`src/rtl/core/mrtu_pkg.sv`:
```
package mrtu_pkg;

    // Parser phases; codes 3 and 7 are unused and fall back to waiting
    typedef enum logic [2:0] {
        PH_WAIT  = 3'd0,
        PH_FUNC  = 3'd1,
        PH_ADDR  = 3'd2,
        PH_COUNT = 3'd4,
        PH_CRC   = 3'd5,
        PH_VALUE = 3'd6
    } mrtu_phase_t;

    // Word kinds on the input channel
    localparam logic OP_BYTE = 1'b0;
    localparam logic OP_TICK = 1'b1;

    // Configuration register indexes
    localparam logic [1:0] CFG_SLAVE_ADDR  = 2'd0;
    localparam logic [1:0] CFG_LEGACY_MODE = 2'd1;
    localparam logic [1:0] CFG_TIMEOUT     = 2'd2;

    localparam logic [7:0] SLAVE_ADDR_RST = 8'd1;
    localparam logic [7:0] TIMEOUT_RST    = 8'd5;

    // Function codes
    localparam logic [7:0] FC_READ_HOLDING = 8'h03;
    localparam logic [7:0] FC_READ_INPUT   = 8'h04;
    localparam logic [7:0] FC_WRITE_SINGLE = 8'h06;
    localparam logic [7:0] FC_BAD_CRC      = 8'h08;

    localparam logic [15:0] CRC_POLY = 16'hA001;
    localparam logic [15:0] CRC_INIT = 16'hFFFF;

    typedef struct packed {
        logic [7:0] slave_address;
        logic       legacy_address_mode;
        logic [7:0] timeout_ticks;
    } mrtu_cfg_t;

    typedef struct packed {
        logic [7:0]  func_code;
        logic [15:0] register_address;
        logic [15:0] data_word;
    } mrtu_result_t;

    // CRC-16/MODBUS update by one byte, LSB first
    function automatic logic [15:0] crc16_byte(input logic [15:0] crc, input logic [7:0] b);
        logic [15:0] c;
        c = crc ^ {8'h00, b};
        for (int k = 0; k < 8; k++) begin
            if (c[0])
                c = (c >> 1) ^ CRC_POLY;
            else
                c = c >> 1;
        end
        return c;
    endfunction

endpackage

```
`src/rtl/core/mrtu_cfg_regs.sv`:
```
module mrtu_cfg_regs
    import mrtu_pkg::*;
(
    input  logic       clk,
    input  logic       rst_n,
    input  logic       cfg_we,
    input  logic [1:0] cfg_index,
    input  logic [7:0] cfg_wdata,
    output mrtu_cfg_t  cfg
);

    mrtu_cfg_t cfg_reg;
    mrtu_cfg_t cfg_next;

    always_comb
    begin
        cfg_next = cfg_reg;
        if (cfg_we)
        begin
            case (cfg_index)
                CFG_SLAVE_ADDR:  cfg_next.slave_address       = cfg_wdata;
                CFG_LEGACY_MODE: cfg_next.legacy_address_mode = cfg_wdata[0];
                CFG_TIMEOUT:     cfg_next.timeout_ticks       = cfg_wdata;
                default:         cfg_next = cfg_reg;
            endcase
        end
    end

    always_ff @(posedge clk or negedge rst_n)
    begin
        if (!rst_n)
        begin
            cfg_reg.slave_address       <= SLAVE_ADDR_RST;
            cfg_reg.legacy_address_mode <= 1'b0;
            cfg_reg.timeout_ticks       <= TIMEOUT_RST;
        end
        else
        begin
            cfg_reg <= cfg_next;
        end
    end

    assign cfg = cfg_reg;

endmodule

```
`src/rtl/core/mrtu_parse_core.sv`:
```
module mrtu_parse_core
    import mrtu_pkg::*;
(
    input  logic         clk,
    input  logic         rst_n,
    input  mrtu_cfg_t    cfg,
    input  logic         accept,
    input  logic         operation,
    input  logic [7:0]   rx_byte,
    output logic         res_valid,
    output mrtu_result_t res
);

    mrtu_phase_t phase_reg, phase_next;
    logic        fbc_reg, fbc_next;
    logic [7:0]  func_reg, func_next;
    logic [15:0] addr_reg, addr_next;
    logic [15:0] count_reg, count_next;
    logic [15:0] value_reg, value_next;
    logic [7:0]  rcrc_lo_reg, rcrc_lo_next;
    logic [15:0] crc_reg, crc_next;
    logic [7:0]  idle_reg, idle_next;

    logic [15:0] crc_fed;
    logic [7:0]  idle_inc;
    logic [15:0] addr_shift;

    assign crc_fed    = crc16_byte(crc_reg, rx_byte);
    assign idle_inc   = idle_reg + 8'd1;
    assign addr_shift = fbc_reg ? {addr_reg[7:0], rx_byte} : {8'h00, rx_byte};

    always_comb
    begin
        phase_next   = phase_reg;
        fbc_next     = fbc_reg;
        func_next    = func_reg;
        addr_next    = addr_reg;
        count_next   = count_reg;
        value_next   = value_reg;
        rcrc_lo_next = rcrc_lo_reg;
        crc_next     = crc_reg;
        idle_next    = idle_reg;
        res_valid    = 1'b0;
        res.func_code        = func_reg;
        res.register_address = addr_reg;
        res.data_word        = (func_reg == FC_WRITE_SINGLE) ? value_reg : count_reg;

        if (accept)
        begin
            if (operation == OP_TICK)
            begin
                idle_next = idle_inc;
                if (idle_inc > cfg.timeout_ticks)
                begin
                    phase_next = PH_WAIT;
                    fbc_next   = 1'b0;
                    idle_next  = 8'd0;
                end
            end
            else
            begin
                idle_next = 8'd0;
                case (phase_reg)
                    PH_WAIT:
                    begin
                        if (rx_byte == cfg.slave_address)
                        begin
                            phase_next   = PH_FUNC;
                            addr_next    = 16'd0;
                            rcrc_lo_next = 8'd0;
                            fbc_next     = 1'b0;
                            crc_next     = crc16_byte(CRC_INIT, rx_byte);
                        end
                    end
                    PH_FUNC:
                    begin
                        func_next = rx_byte;
                        if (rx_byte == FC_READ_INPUT || rx_byte == FC_WRITE_SINGLE ||
                            rx_byte == FC_READ_HOLDING)
                        begin
                            phase_next = PH_ADDR;
                            fbc_next   = 1'b0;
                            crc_next   = crc_fed;
                        end
                        else
                        begin
                            phase_next   = PH_WAIT;
                            func_next    = 8'd0;
                            addr_next    = 16'd0;
                            count_next   = 16'd0;
                            rcrc_lo_next = 8'd0;
                        end
                    end
                    PH_ADDR:
                    begin
                        addr_next = cfg.legacy_address_mode ? 16'd0 : addr_shift;
                        crc_next  = crc_fed;
                        if (!fbc_reg)
                        begin
                            fbc_next = 1'b1;
                        end
                        else
                        begin
                            fbc_next   = 1'b0;
                            count_next = 16'd0;
                            if (func_reg == FC_READ_INPUT)
                                phase_next = PH_COUNT;
                            else if (func_reg == FC_WRITE_SINGLE)
                                phase_next = PH_VALUE;
                            else
                            begin
                                // read holding: drop after the address
                                phase_next   = PH_WAIT;
                                func_next    = 8'd0;
                                addr_next    = 16'd0;
                                rcrc_lo_next = 8'd0;
                            end
                        end
                    end
                    PH_COUNT:
                    begin
                        count_next = fbc_reg ? {count_reg[7:0], rx_byte} : {8'h00, rx_byte};
                        crc_next   = crc_fed;
                        fbc_next   = !fbc_reg;
                        if (fbc_reg)
                            phase_next = PH_CRC;
                    end
                    PH_VALUE:
                    begin
                        value_next = fbc_reg ? {value_reg[7:0], rx_byte} : {8'h00, rx_byte};
                        crc_next   = crc_fed;
                        fbc_next   = !fbc_reg;
                        if (fbc_reg)
                            phase_next = PH_CRC;
                    end
                    PH_CRC:
                    begin
                        if (!fbc_reg)
                        begin
                            rcrc_lo_next = rx_byte;
                            fbc_next     = 1'b1;
                        end
                        else
                        begin
                            fbc_next   = 1'b0;
                            phase_next = PH_WAIT;
                            if ({rx_byte, rcrc_lo_reg} == crc_reg)
                            begin
                                res_valid    = 1'b1;
                                rcrc_lo_next = rcrc_lo_reg;
                            end
                            else
                            begin
                                func_next    = FC_BAD_CRC;
                                addr_next    = 16'd0;
                                count_next   = 16'd0;
                                rcrc_lo_next = 8'd0;
                            end
                        end
                    end
                    default:
                    begin
                        phase_next = PH_WAIT;
                        fbc_next   = 1'b0;
                    end
                endcase
            end
        end
    end

    always_ff @(posedge clk or negedge rst_n)
    begin
        if (!rst_n)
        begin
            phase_reg   <= PH_WAIT;
            fbc_reg     <= 1'b0;
            func_reg    <= 8'd0;
            addr_reg    <= 16'd0;
            count_reg   <= 16'd0;
            value_reg   <= 16'd0;
            rcrc_lo_reg <= 8'd0;
            crc_reg     <= CRC_INIT;
            idle_reg    <= 8'd0;
        end
        else
        begin
            phase_reg   <= phase_next;
            fbc_reg     <= fbc_next;
            func_reg    <= func_next;
            addr_reg    <= addr_next;
            count_reg   <= count_next;
            value_reg   <= value_next;
            rcrc_lo_reg <= rcrc_lo_next;
            crc_reg     <= crc_next;
            idle_reg    <= idle_next;
        end
    end

endmodule

```
`src/rtl/core/mrtu_out_queue.sv`:
```
module mrtu_out_queue
    import mrtu_pkg::*;
(
    input  logic         clk,
    input  logic         rst_n,
    input  logic         push,
    input  mrtu_result_t push_data,
    output logic         has_room,
    output logic         out_valid,
    input  logic         out_ready,
    output mrtu_result_t out_data
);

    mrtu_result_t entry_mem [2];
    logic [1:0]   count_reg, count_next;
    logic         wr_ptr_reg, wr_ptr_next;
    logic         rd_ptr_reg, rd_ptr_next;
    logic         pop;

    assign out_valid = (count_reg != 2'd0);
    assign has_room  = !count_reg[1];
    assign pop       = out_valid && out_ready;
    assign out_data  = entry_mem[rd_ptr_reg];

    always_comb
    begin
        wr_ptr_next = push ? !wr_ptr_reg : wr_ptr_reg;
        rd_ptr_next = pop ? !rd_ptr_reg : rd_ptr_reg;
        count_next  = count_reg + {1'b0, push} - {1'b0, pop};
    end

    always_ff @(posedge clk)
    begin
        if (push)
            entry_mem[wr_ptr_reg] <= push_data;
    end

    always_ff @(posedge clk or negedge rst_n)
    begin
        if (!rst_n)
        begin
            count_reg  <= 2'd0;
            wr_ptr_reg <= 1'b0;
            rd_ptr_reg <= 1'b0;
        end
        else
        begin
            count_reg  <= count_next;
            wr_ptr_reg <= wr_ptr_next;
            rd_ptr_reg <= rd_ptr_next;
        end
    end

endmodule

```
`src/rtl/core/modbus_rtu_request_parser_unit.sv`:
```
// Modbus RTU request parser (slave side). Each input word is either a received
// byte (operation 0) or a timer tick (operation 1). A frame starts at a byte equal
// to slave_address and carries function, big-endian register address, big-endian
// count (0x04) or value (0x06) and a little-endian CRC-16/MODBUS. A frame whose
// CRC matches yields one output word; function 0x03 is dropped after its address,
// other functions abort at once, and more than timeout_ticks ticks without a byte
// restart the search for an address. One input word is taken per clock while
// the queue has room (it stalls only when both entries hold a stalled output);
// parser state and byte-wide CRC update are registered per word, and a result
// word enters the two-entry queue, seen in the cycle after the closing CRC byte.
// The user must write configuration registers via cfg_we/cfg_index/cfg_wdata
// (0 slave address, 1 legacy address mode, 2 timeout) only while idle; unchecked.
module modbus_rtu_request_parser_unit
    import mrtu_pkg::*;
(
    input  logic        clk,
    input  logic        rst_n,
    input  logic        cfg_we,
    input  logic [1:0]  cfg_index,
    input  logic [7:0]  cfg_wdata,
    input  logic        in_valid,
    output logic        in_ready,
    input  logic        operation,
    input  logic [7:0]  rx_byte,
    output logic        out_valid,
    input  logic        out_ready,
    output logic [7:0]  func_code,
    output logic [15:0] register_address,
    output logic [15:0] data_word
);

    mrtu_cfg_t    cfg;
    mrtu_result_t res;
    mrtu_result_t q_data;
    logic         res_valid;
    logic         has_room;
    logic         in_fire;

    // word accepted whenever the result queue has a free entry
    assign in_ready = has_room;
    assign in_fire  = in_valid && has_room;

    mrtu_cfg_regs u_cfg_regs (
        .clk       (clk),
        .rst_n     (rst_n),
        .cfg_we    (cfg_we),
        .cfg_index (cfg_index),
        .cfg_wdata (cfg_wdata),
        .cfg       (cfg)
    );

    mrtu_parse_core u_parse_core (
        .clk       (clk),
        .rst_n     (rst_n),
        .cfg       (cfg),
        .accept    (in_fire),
        .operation (operation),
        .rx_byte   (rx_byte),
        .res_valid (res_valid),
        .res       (res)
    );

    mrtu_out_queue u_out_queue (
        .clk       (clk),
        .rst_n     (rst_n),
        .push      (res_valid),
        .push_data (res),
        .has_room  (has_room),
        .out_valid (out_valid),
        .out_ready (out_ready),
        .out_data  (q_data)
    );

    assign func_code        = q_data.func_code;
    assign register_address = q_data.register_address;
    assign data_word        = q_data.data_word;

endmodule
```
`config.mk`:
```
export PLATFORM = sky130hd
export DESIGN_NAME = modbus_rtu_request_parser_unit
export DESIGN_NICKNAME = d
export VERILOG_FILES = /design/src/rtl/core/mrtu_pkg.sv /design/src/rtl/core/mrtu_cfg_regs.sv /design/src/rtl/core/mrtu_parse_core.sv /design/src/rtl/core/mrtu_out_queue.sv /design/src/rtl/core/modbus_rtu_request_parser_unit.sv
export SDC_FILE = /design/constraint.sdc
export NUM_CORES = 1
export LEC_CHECK = 0
export BUFFER_PORTS_ARGS = -buffer_cell sky130_fd_sc_hd__buf_2
export CORE_UTILIZATION = 55
export DETAILED_ROUTE_END_ITERATION = 6
export PLACE_DENSITY = 0.8
export SETUP_SLACK_MARGIN = 0.1
export SLEW_MARGIN = 10
export SYNTH_ARGS = -nofsm -noshare
export SYNTH_HDL_FRONTEND = slang
export SYNTH_SLANG_ARGS = --single-unit
```
`constraint.sdc`:
```
create_clock -name clk -period 7.4 [get_ports clk]
set_input_delay 1.48 -clock clk [delete_from_list [all_inputs] [get_ports clk]]
set_output_delay 1.48 -clock clk [all_outputs]
set_load 0.05 [all_outputs]
```
==> impl_metrics.prom, run 1 <==
# TYPE chip_impl_metric gauge
chip_impl_metric{name="tightestPinTransition",unit="ns"} 1.18
chip_impl_metric{name="post_drt_via_cell_ratio",unit=""} 5.49
chip_impl_metric{name="antenna-diode-count",unit=""} 0
chip_impl_info{name="cts_tree",value="done"} 1
chip_impl_metric{name="worstPathMaxFanout",unit=""} 40
chip_impl_metric{name="power_frac_clock",unit="%"} 23.7
chip_impl_metric{name="drtAntennaViolNets",unit=""} 0
chip_impl_metric{name="core_area",unit="sq um"} 16500
chip_impl_metric{name="postCtsSetupBuffers",unit=""} 0
chip_impl_info{name="violated_checks",value="design-rule violations"} 1
chip_impl_metric{name="estimated_wirelength_of_the_detail_placed_design",unit="microns"} 11900
chip_impl_metric{name="power.density_cell_area",unit="nW/um^2"} 356
chip_impl_metric{name="drt_first_iter_violations",unit=""} 307
chip_impl_metric{name="clk_path_buf_depth",unit=""} 2
chip_impl_metric{name="synth-xor-area-share",unit="%"} 7.12
chip_impl_metric{name="final_util",unit="%"} 62.1
chip_impl_metric{name="die-height",unit="microns"} 132
chip_impl_metric{name="number_of_flip_flops_in_the_largest_register",unit=""} 80
chip_impl_metric{name="num-nets-final",unit=""} 824
chip_impl_metric{name="timing.final.setup_violations",unit=""} 0
chip_impl_metric{name="synth.cell_area",unit="sq um"} 9240
chip_impl_metric{name="sequentialPowerShare",unit="%"} 41.8
chip_impl_metric{name="synthDistinctLibCells",unit=""} 54
chip_impl_metric{name="grt_use_total",unit="%"} 21.6
chip_impl_metric{name="port-buffer-count",unit=""} 65
chip_impl_metric{name="cts-resized-gates",unit=""} 0
chip_impl_metric{name="place_congestion",unit=""} 0.859
chip_impl_metric{name="vdd_ir_drop_max",unit="V"} 0.000206
chip_impl_metric{name="post_synth_and_or_nand_nor_area_fraction",unit="%"} 7.82
chip_impl_metric{name="wirelength_routed",unit="microns"} 17600
chip_impl_metric{name="leakagePower",unit="nW"} 4.32
chip_impl_info{name="synth.top_cells.by_area",value="sky130_fd_sc_hd__edfxtp_1, sky130_fd_sc_hd__dfrtp_1, sky130_fd_sc_hd__mux2_2"} 1
chip_impl_metric{name="post-layout-total-power",unit="W"} 0.00364
chip_impl_info{name="dominantRegCellSynth",value="sky130_fd_sc_hd__dfrtp_1"} 1
chip_impl_metric{name="synth.yosys.warnings",unit=""} 0
chip_impl_metric{name="maximum_number_of_pins_on_one_net_before_global_route_repair",unit=""} 74
chip_impl_metric{name="fin_crit",unit="ns"} 4.14
chip_impl_metric{name="fp.dieW",unit="microns"} 132
chip_impl_metric{name="fin_skew",unit="ns"} 0.00955
chip_impl_metric{name="fin_tns_setup",unit="ns"} 0
chip_impl_info{name="cp-start-kind",value="primary input"} 1
chip_impl_metric{name="cts_buffer_count",unit=""} 17
chip_impl_metric{name="report.final.slew_viol_count",unit=""} 0
chip_impl_metric{name="routed-via-count",unit=""} 5573
chip_impl_metric{name="ys_seq_elements",unit=""} 193
chip_impl_info{name="clk_root_buf",value="sky130_fd_sc_hd__clkbuf_16"} 1
chip_impl_metric{name="route.met2.wl",unit="microns"} 8860
chip_impl_metric{name="synth_cells",unit=""} 728
chip_impl_info{name="worstHoldPathType",value="reg2reg"} 1
chip_impl_metric{name="switching_share",unit="%"} 36.1
chip_impl_metric{name="clk_pin_slew_worst_paths",unit="ns"} 0.07
chip_impl_info{name="top_layer_used",value="met4"} 1
chip_impl_metric{name="globalRouteOverflowTotal",unit=""} 0
chip_impl_metric{name="die-area",unit="sq um"} 17300
chip_impl_metric{name="grt_pass1_wl",unit="microns"} 29100
chip_impl_metric{name="grt_antenna_before_repair",unit=""} 0
chip_impl_metric{name="clock_sink_count",unit=""} 193
chip_impl_metric{name="initial_utilization",unit="%"} 56.1
chip_impl_info{name="synth_top_cells_by_count",value="sky130_fd_sc_hd__mux2_2, sky130_fd_sc_hd__dfrtp_1, sky130_fd_sc_hd__nand2_1"} 1
chip_impl_metric{name="fp-row-count",unit=""} 47
chip_impl_metric{name="timing.critical_path.arrival",unit="ns"} 4.19
chip_impl_metric{name="internal_power",unit="W"} 0.00233
chip_impl_info{name="endpoint_kind",value="flop"} 1
chip_impl_metric{name="slew_headroom",unit="%"} 21.2
chip_impl_metric{name="fraction_of_layout_cells_with_a_size_suffix_above_1",unit="%"} 28.8
chip_impl_metric{name="drt_drc_violations_left",unit=""} 2
chip_impl_metric{name="cp_data_required_time",unit="ns"} 7.46
chip_impl_info{name="status",value="finished, violations left"} 1
chip_impl_metric{name="share_comb_of_total_power",unit="%"} 34.5
chip_impl_metric{name="synth_compound_gate_area_share",unit="%"} 4.17
chip_impl_metric{name="synth_top_cell_area_share",unit="%"} 26.0
chip_impl_metric{name="cts.hold.buffers_added",unit=""} 0
chip_impl_metric{name="period_share",unit="%"} 55.9
chip_impl_metric{name="finalHoldViolCount",unit=""} 0
chip_impl_metric{name="dr_wl_met3",unit="microns"} 649
chip_impl_metric{name="sequential_to_total_area_share_from_yosys_stat",unit="%"} 56.9
chip_impl_metric{name="syn-mean-instance-area",unit="sq um"} 12.7
chip_impl_metric{name="drt_first_pass_iters",unit=""} 7
chip_impl_metric{name="htree_num_levels",unit=""} 4
chip_impl_metric{name="route.detailed.wl_per_inst",unit="microns"} 17.4
chip_impl_metric{name="fraction_of_synthesized_area_in_multiplexers",unit="%"} 16.4
chip_impl_info{name="unrepaired_setup_endpoints_after_global_routing",value="no"} 1
chip_impl_metric{name="fmax",unit="MHz"} 242
chip_impl_info{name="main_combinational_cell_family_by_area_after_synthesis",value="multiplexers"} 1
chip_impl_metric{name="drv_cap",unit=""} 0
chip_impl_metric{name="syn_nets",unit=""} 770
chip_impl_info{name="timing_worst_setup_path_type",value="in2reg"} 1
chip_impl_metric{name="post-route-worst-setup-slack",unit="ns"} 3.26
chip_impl_metric{name="synth_async_sr_flop_share",unit="%"} 58.5
chip_impl_metric{name="first_global_vias",unit=""} 5756
chip_impl_metric{name="synth_edf_count",unit=""} 80
chip_impl_metric{name="post-place-ws",unit="ns"} 2.74
chip_impl_metric{name="drt-met1-wl",unit="microns"} 7820
chip_impl_metric{name="yosys.area_share.adder",unit="%"} 2.44
chip_impl_metric{name="area_growth",unit="%"} 10.6
chip_impl_metric{name="design.portCount",unit=""} 66
chip_impl_info{name="biggest_area_consumer_among_synthesized_cells",value="sky130_fd_sc_hd__edfxtp_1"} 1
chip_impl_metric{name="worstSkewPairLatency",unit="ns"} 0.44
chip_impl_metric{name="fin_worst_hold_slack",unit="ns"} 0.471
chip_impl_metric{name="netSwitchingPower",unit="W"} 0.00131
chip_impl_info{name="synthMostInstantiatedCell",value="sky130_fd_sc_hd__mux2_2"} 1
==> logic make-up after synthesis <==
family,count (synthesis)
DFF,193
adders and majority gates,18
buffers and inverters,98
AOI/OAI and AO/OA,61
xor gates and xnor gates,67
and+or+nand+nor,153
muxes,138
==> through the flow <==
step,instances,cell area [sq um]
floorplan,728,9240
global placement,983,9660
detailed placement,983,9660
CTS,1015,10200
global route,1015,10200
finish,1015,10200
==> power groups by stage <==
stage / registers (W) / clock network [W] / logic [W]
after floorplan: 0.00146 / 0 / 0.00107
final: 0.00152 / 0.000864 / 0.00126
after CTS: 0.00152 / 0.000877 / 0.00126
after detailed placement: 0.00154 / 0 / 0.00125
after global routing: 0.00154 / 0.000922 / 0.00136
after global placement: 0.00153 / 0 / 0.00121
==> worst max-delay path, cell delays in order <==
cell and delay [ns]:
sky130_fd_sc_hd__buf_2 0.20, sky130_fd_sc_hd__xor2_1 0.19, sky130_fd_sc_hd__or4_4 0.55, sky130_fd_sc_hd__nor4_4 0.43, sky130_fd_sc_hd__nand3_1 0.32, sky130_fd_sc_hd__nor2_4 0.99
==> cells in the final DEF, fill, tap and decap left out, types with 2 or more instances in the layout <==
master and n:
sky130_fd_sc_hd__a21o_1 2, sky130_fd_sc_hd__a21oi_1 9, sky130_fd_sc_hd__a22o_1 7, sky130_fd_sc_hd__and2_1 2, sky130_fd_sc_hd__and3_1 10, sky130_fd_sc_hd__buf_2 64, sky130_fd_sc_hd__buf_4 5, sky130_fd_sc_hd__clkbuf_16 17
sky130_fd_sc_hd__clkinv_2 2, sky130_fd_sc_hd__clkinv_4 4, sky130_fd_sc_hd__clkinv_8 2, sky130_fd_sc_hd__clkinvlp_4 3, sky130_fd_sc_hd__dfrtp_1 94, sky130_fd_sc_hd__dfstp_2 19, sky130_fd_sc_hd__edfxtp_1 80, sky130_fd_sc_hd__ha_1 18
sky130_fd_sc_hd__inv_1 64, sky130_fd_sc_hd__inv_8 2, sky130_fd_sc_hd__mux2_2 96, sky130_fd_sc_hd__mux2_4 2, sky130_fd_sc_hd__mux2i_1 40, sky130_fd_sc_hd__nand2_1 91, sky130_fd_sc_hd__nand2b_1 5, sky130_fd_sc_hd__nand3_1 8
sky130_fd_sc_hd__nand3b_1 3, sky130_fd_sc_hd__nand4_1 4, sky130_fd_sc_hd__nor2_1 9, sky130_fd_sc_hd__nor2_4 2, sky130_fd_sc_hd__nor2b_1 5, sky130_fd_sc_hd__nor3_1 4, sky130_fd_sc_hd__nor3_2 2, sky130_fd_sc_hd__o211ai_1 3
sky130_fd_sc_hd__o21ai_0 27, sky130_fd_sc_hd__o22ai_1 3, sky130_fd_sc_hd__xnor2_1 42, sky130_fd_sc_hd__xnor3_1 3, sky130_fd_sc_hd__xor2_1 20
==> layer usage <==
metal  GRT usage [%]  up-vias
met5               0        -
met4            8.53        0
met3            4.44       26
met2            36.2      116
met1            27.6     2825
li1                -     2606
==> cell type report <==
cell class / count / area, sq um
Multi-Input combinational cell: 437 / 3530
Inverter: 64 / 240
Clock inverter: 15 / 135
Fill cell: 1266 / 6240
Tap cell: 220 / 275
Sequential cell: 193 / 5250
Timing Repair Buffer: 69 / 358
Clock buffer: 17 / 425
==> worst paths after layout <==
path	startpoint	to	slack (ns)	cells past startpoint
setup / recovery	rx_byte[0]	u_out_queue.entry_mem[0][6]	3.26	6
hold / removal	u_parse_core.addr_reg[15]	u_out_queue.entry_mem[1][31]	0.47	0
setup reg to reg	u_parse_core.phase_reg[0]	u_out_queue.entry_mem[0][6]	3.85	6
hold reg to reg	u_parse_core.addr_reg[15]	u_out_queue.entry_mem[1][31]	0.47	0
max in group asynchronous	rst_n	u_parse_core.value_reg[10]	5.03	2
min in group asynchronous	rst_n	u_cfg_regs.cfg[4]	1.01	1
No activity file was read; power rests on OpenSTA's default activity.
==> run 2, diff against run 1 <==
ABC_AREA = 1   (was not set)
clock period = 4.26 ns   (was 7.4 ns; I/O delays follow)
==> run 2 against run 1 <==
The flow now finishes without violations. Clock skew rose by 0.0016 ns. Die area rose by 2.2%. Critical path depth did not move. Sequential power rose by 70%. Clock-buffer cell count rose by 1. Area after synthesis rose by 2.2%. Largest cell class unchanged.
==> impl_metrics.prom, run 2 <==
# TYPE chip_impl_metric gauge
chip_impl_metric{name="fin_crit",unit="ns"} 2.88
chip_impl_metric{name="design.portCount",unit=""} 66
chip_impl_info{name="main_combinational_cell_family_by_area_after_synthesis",value="simple AND/OR/NAND/NOR gates"} 1
chip_impl_metric{name="cts-resized-gates",unit=""} 0
chip_impl_metric{name="routed-via-count",unit=""} 6937
chip_impl_metric{name="grt_antenna_before_repair",unit=""} 0
chip_impl_metric{name="fp-row-count",unit=""} 47
chip_impl_info{name="dominantRegCellSynth",value="sky130_fd_sc_hd__dfrtp_1"} 1
chip_impl_metric{name="drtAntennaViolNets",unit=""} 0
chip_impl_metric{name="slew_headroom",unit="%"} 44.4
chip_impl_metric{name="synth.yosys.warnings",unit=""} 0
chip_impl_info{name="synth_top_cells_by_count",value="sky130_fd_sc_hd__nand2_1, sky130_fd_sc_hd__dfrtp_1, sky130_fd_sc_hd__edfxtp_1"} 1
chip_impl_metric{name="report.final.slew_viol_count",unit=""} 0
chip_impl_metric{name="sequentialPowerShare",unit="%"} 38.7
chip_impl_info{name="worstHoldPathType",value="in2async"} 1
chip_impl_metric{name="post_synth_and_or_nand_nor_area_fraction",unit="%"} 23.8
chip_impl_metric{name="period_share",unit="%"} 67.5
chip_impl_metric{name="post_drt_via_cell_ratio",unit=""} 5.27
chip_impl_metric{name="timing.critical_path.arrival",unit="ns"} 2.02
chip_impl_metric{name="maximum_number_of_pins_on_one_net_before_global_route_repair",unit=""} 61
chip_impl_metric{name="drt_first_pass_iters",unit=""} 5
chip_impl_metric{name="first_global_vias",unit=""} 6702
chip_impl_metric{name="num-nets-final",unit=""} 1126
chip_impl_metric{name="cts_buffer_count",unit=""} 17
chip_impl_info{name="synthMostInstantiatedCell",value="sky130_fd_sc_hd__nand2_1"} 1
chip_impl_metric{name="synth_async_sr_flop_share",unit="%"} 58.5
chip_impl_metric{name="switching_share",unit="%"} 43.4
chip_impl_metric{name="clk_path_buf_depth",unit=""} 2
chip_impl_metric{name="antenna-diode-count",unit=""} 0
chip_impl_metric{name="leakagePower",unit="nW"} 4.74
chip_impl_metric{name="cts.hold.buffers_added",unit=""} 0
chip_impl_metric{name="syn_nets",unit=""} 1074
chip_impl_metric{name="synthDistinctLibCells",unit=""} 48
chip_impl_metric{name="syn-mean-instance-area",unit="sq um"} 9.15
chip_impl_metric{name="port-buffer-count",unit=""} 65
chip_impl_metric{name="route.detailed.wl_per_inst",unit="microns"} 14.8
chip_impl_metric{name="tightestPinTransition",unit="ns"} 0.833
chip_impl_metric{name="grt_use_total",unit="%"} 24.1
chip_impl_metric{name="place_congestion",unit=""} 0.906
chip_impl_metric{name="clock_sink_count",unit=""} 193
chip_impl_info{name="status",value="finished, final reports clean"} 1
chip_impl_metric{name="worstPathMaxFanout",unit=""} 41
chip_impl_metric{name="ys_seq_elements",unit=""} 193
chip_impl_metric{name="finalHoldViolCount",unit=""} 0
chip_impl_metric{name="estimated_wirelength_of_the_detail_placed_design",unit="microns"} 13600
chip_impl_metric{name="netSwitchingPower",unit="W"} 0.00289
chip_impl_metric{name="fmax",unit="MHz"} 348
chip_impl_info{name="unrepaired_setup_endpoints_after_global_routing",value="no"} 1
chip_impl_metric{name="share_comb_of_total_power",unit="%"} 38.9
chip_impl_metric{name="fraction_of_synthesized_area_in_multiplexers",unit="%"} 0.954
chip_impl_metric{name="die-area",unit="sq um"} 17700
chip_impl_metric{name="post-route-worst-setup-slack",unit="ns"} 1.38
chip_impl_info{name="most-common-layout-cells",value="sky130_fd_sc_hd__nand2_1, sky130_fd_sc_hd__dfrtp_1, sky130_fd_sc_hd__edfxtp_1"} 1
chip_impl_metric{name="synth-xor-area-share",unit="%"} 3.15
chip_impl_metric{name="fin_area",unit="sq um"} 10400
chip_impl_metric{name="htree_num_levels",unit=""} 4
chip_impl_metric{name="internal_power",unit="W"} 0.00377
chip_impl_info{name="clk_root_buf",value="sky130_fd_sc_hd__clkbuf_16"} 1
chip_impl_metric{name="grt_pass1_wl",unit="microns"} 33100
chip_impl_info{name="timing_worst_setup_path_type",value="reg2out"} 1
chip_impl_metric{name="vdd_ir_drop_max",unit="V"} 0.000345
chip_impl_metric{name="postCtsSetupBuffers",unit=""} 0
chip_impl_metric{name="power.density_cell_area",unit="nW/um^2"} 638
chip_impl_metric{name="power_frac_clock",unit="%"} 22.4
chip_impl_metric{name="synth_compound_gate_area_share",unit="%"} 7.79
chip_impl_metric{name="synth.cell_area",unit="sq um"} 9440
chip_impl_metric{name="fp.dieW",unit="microns"} 133
chip_impl_metric{name="worstSkewPairLatency",unit="ns"} 0.43
chip_impl_info{name="biggest_area_consumer_among_synthesized_cells",value="sky130_fd_sc_hd__edfxtp_1"} 1
chip_impl_metric{name="synth_top_cell_area_share",unit="%"} 25.4
chip_impl_info{name="final_common_cell",value="sky130_fd_sc_hd__nand2_1"} 1
chip_impl_metric{name="drt_first_iter_violations",unit=""} 563
chip_impl_metric{name="initial_utilization",unit="%"} 56.5
chip_impl_metric{name="fin_skew",unit="ns"} 0.0111
chip_impl_metric{name="drv_cap",unit=""} 0
chip_impl_metric{name="post-place-ws",unit="ns"} 1.05
chip_impl_metric{name="die-height",unit="microns"} 133
chip_impl_metric{name="cp_data_required_time",unit="ns"} 3.41
chip_impl_metric{name="yosys.area_share.adder",unit="%"} 2.39
chip_impl_info{name="cp-start-kind",value="flop"} 1
chip_impl_metric{name="core_area",unit="sq um"} 16700
chip_impl_metric{name="synth_edf_count",unit=""} 80
chip_impl_metric{name="globalRouteOverflowTotal",unit=""} 0
chip_impl_metric{name="sequential_to_total_area_share_from_yosys_stat",unit="%"} 55.6
chip_impl_metric{name="n_fill_cell",unit=""} 1367
chip_impl_info{name="cts_tree",value="done"} 1
chip_impl_metric{name="number_of_flip_flops_in_the_largest_register",unit=""} 80
chip_impl_metric{name="fin_worst_hold_slack",unit="ns"} 0.480
chip_impl_metric{name="fraction_of_layout_cells_with_a_size_suffix_above_1",unit="%"} 17.1
chip_impl_metric{name="area_growth",unit="%"} 10.5
chip_impl_metric{name="synth_cells",unit=""} 1032
chip_impl_metric{name="timing.final.setup_violations",unit=""} 0
chip_impl_metric{name="placed_area",unit="sq um"} 9880
chip_impl_metric{name="clk_pin_slew_worst_paths",unit="ns"} 0.07
chip_impl_info{name="synth.top_cells.by_area",value="sky130_fd_sc_hd__edfxtp_1, sky130_fd_sc_hd__dfrtp_1, sky130_fd_sc_hd__nand2_1"} 1
chip_impl_metric{name="fin_tns_setup",unit="ns"} 0
chip_impl_info{name="endpoint_kind",value="output pin"} 1
chip_impl_metric{name="drt_drc_violations_left",unit=""} 0
chip_impl_metric{name="wirelength_routed",unit="microns"} 19500
==> run 2: cell types whose count changed in the layout (fill, tap and decap cells not counted), sizes merged, moves of 7 or more <==
cell,before,now
a22o,7,0
and3,10,0
inv,67,98
mux2,98,8
mux2i,40,0
nand2,91,389
nand3,8,51
nor2,11,49
o21ai,28,109
xnor2,42,15
==> run 2: through the flow <==
step | total power [W] | instances | utilization, %
global placement | 0.00514 | 1285 | 59.2
floorplan | 0.00453 | 1032 | -
finish | 0.00666 | 1317 | 62.5
detailed placement | 0.00518 | 1285 | 59.2
CTS | 0.00667 | 1317 | 62.5
global route | 0.00707 | 1317 | 62.5
==> run 2: layout make-up <==
type	instances	area [sq um]	area share, %
inverter	92	360	3.45
clock buffer	18	429	4.11
timing repair buffer	70	378	3.62
tap	220	275	2.64
sequential	193	5250	50.4
multi-input combinational	710	3610	34.6
clock inverter	14	121	1.16
==> run 2: critical path, cell delays in order, from the launching register on <==
cell and delay (ns):
sky130_fd_sc_hd__dfrtp_1 0.36, sky130_fd_sc_hd__buf_4 0.26, sky130_fd_sc_hd__clkinv_1 0.08, sky130_fd_sc_hd__buf_4 0.39, sky130_fd_sc_hd__nand2_1 0.11, sky130_fd_sc_hd__nand2_1 0.10
sky130_fd_sc_hd__buf_2 0.26
==> run 2: final timing paths <==
check / from / cells after the start / to / slack [ns]
hold / removal: rst_n / 1 / u_parse_core.addr_reg[11] / 0.48
setup / recovery: u_out_queue.rd_ptr_reg / 6 / register_address[2] / 1.38
max in group asynchronous: rst_n / 2 / u_cfg_regs.cfg[9] / 2.97
min in group clk: u_cfg_regs.cfg[3] / 2 / u_cfg_regs.cfg[3] / 0.49
setup reg to reg: u_parse_core.idle_reg[0] / 12 / u_parse_core.idle_reg[4] / 1.46
hold reg to reg: u_cfg_regs.cfg[3] / 2 / u_cfg_regs.cfg[3] / 0.49
==> run 2: logic make-up after synthesis <==
| kind of cell | Yosys count |
|---|---|
| xor gates and xnor gates | 34 |
| AOI/OAI and AO/OA | 132 |
| and+or+nand+nor | 518 |
| muxes | 8 |
| buffers and inverters | 129 |
| DFF | 193 |
| adders and majority gates | 18 |
==> run 2: routing by layer <==
| layer | up-vias | track usage (%) | share of wire [%] |
|---|---|---|---|
| met4 | 0 | 9.32 | 2.3 |
| li1 | 3452 | - | - |
| met2 | 180 | 38.7 | 47 |
| met3 | 34 | 3.72 | 4.4 |
| met1 | 3271 | 33.0 | 46 |
| met5 | - | 0 | 0 |
==> run 2: power by group through the flow <==
stage | logic (W) | clock network (W) | registers (W)
2_1_floorplan | 0.00204 | 0 | 0.00249
6_report | 0.00259 | 0.00149 | 0.00258
4_1_cts | 0.00259 | 0.00151 | 0.00257
5_1_grt | 0.00288 | 0.00158 | 0.00261
3_5_place_dp | 0.00258 | 0 | 0.00261
3_3_place_gp | 0.00255 | 0 | 0.00259
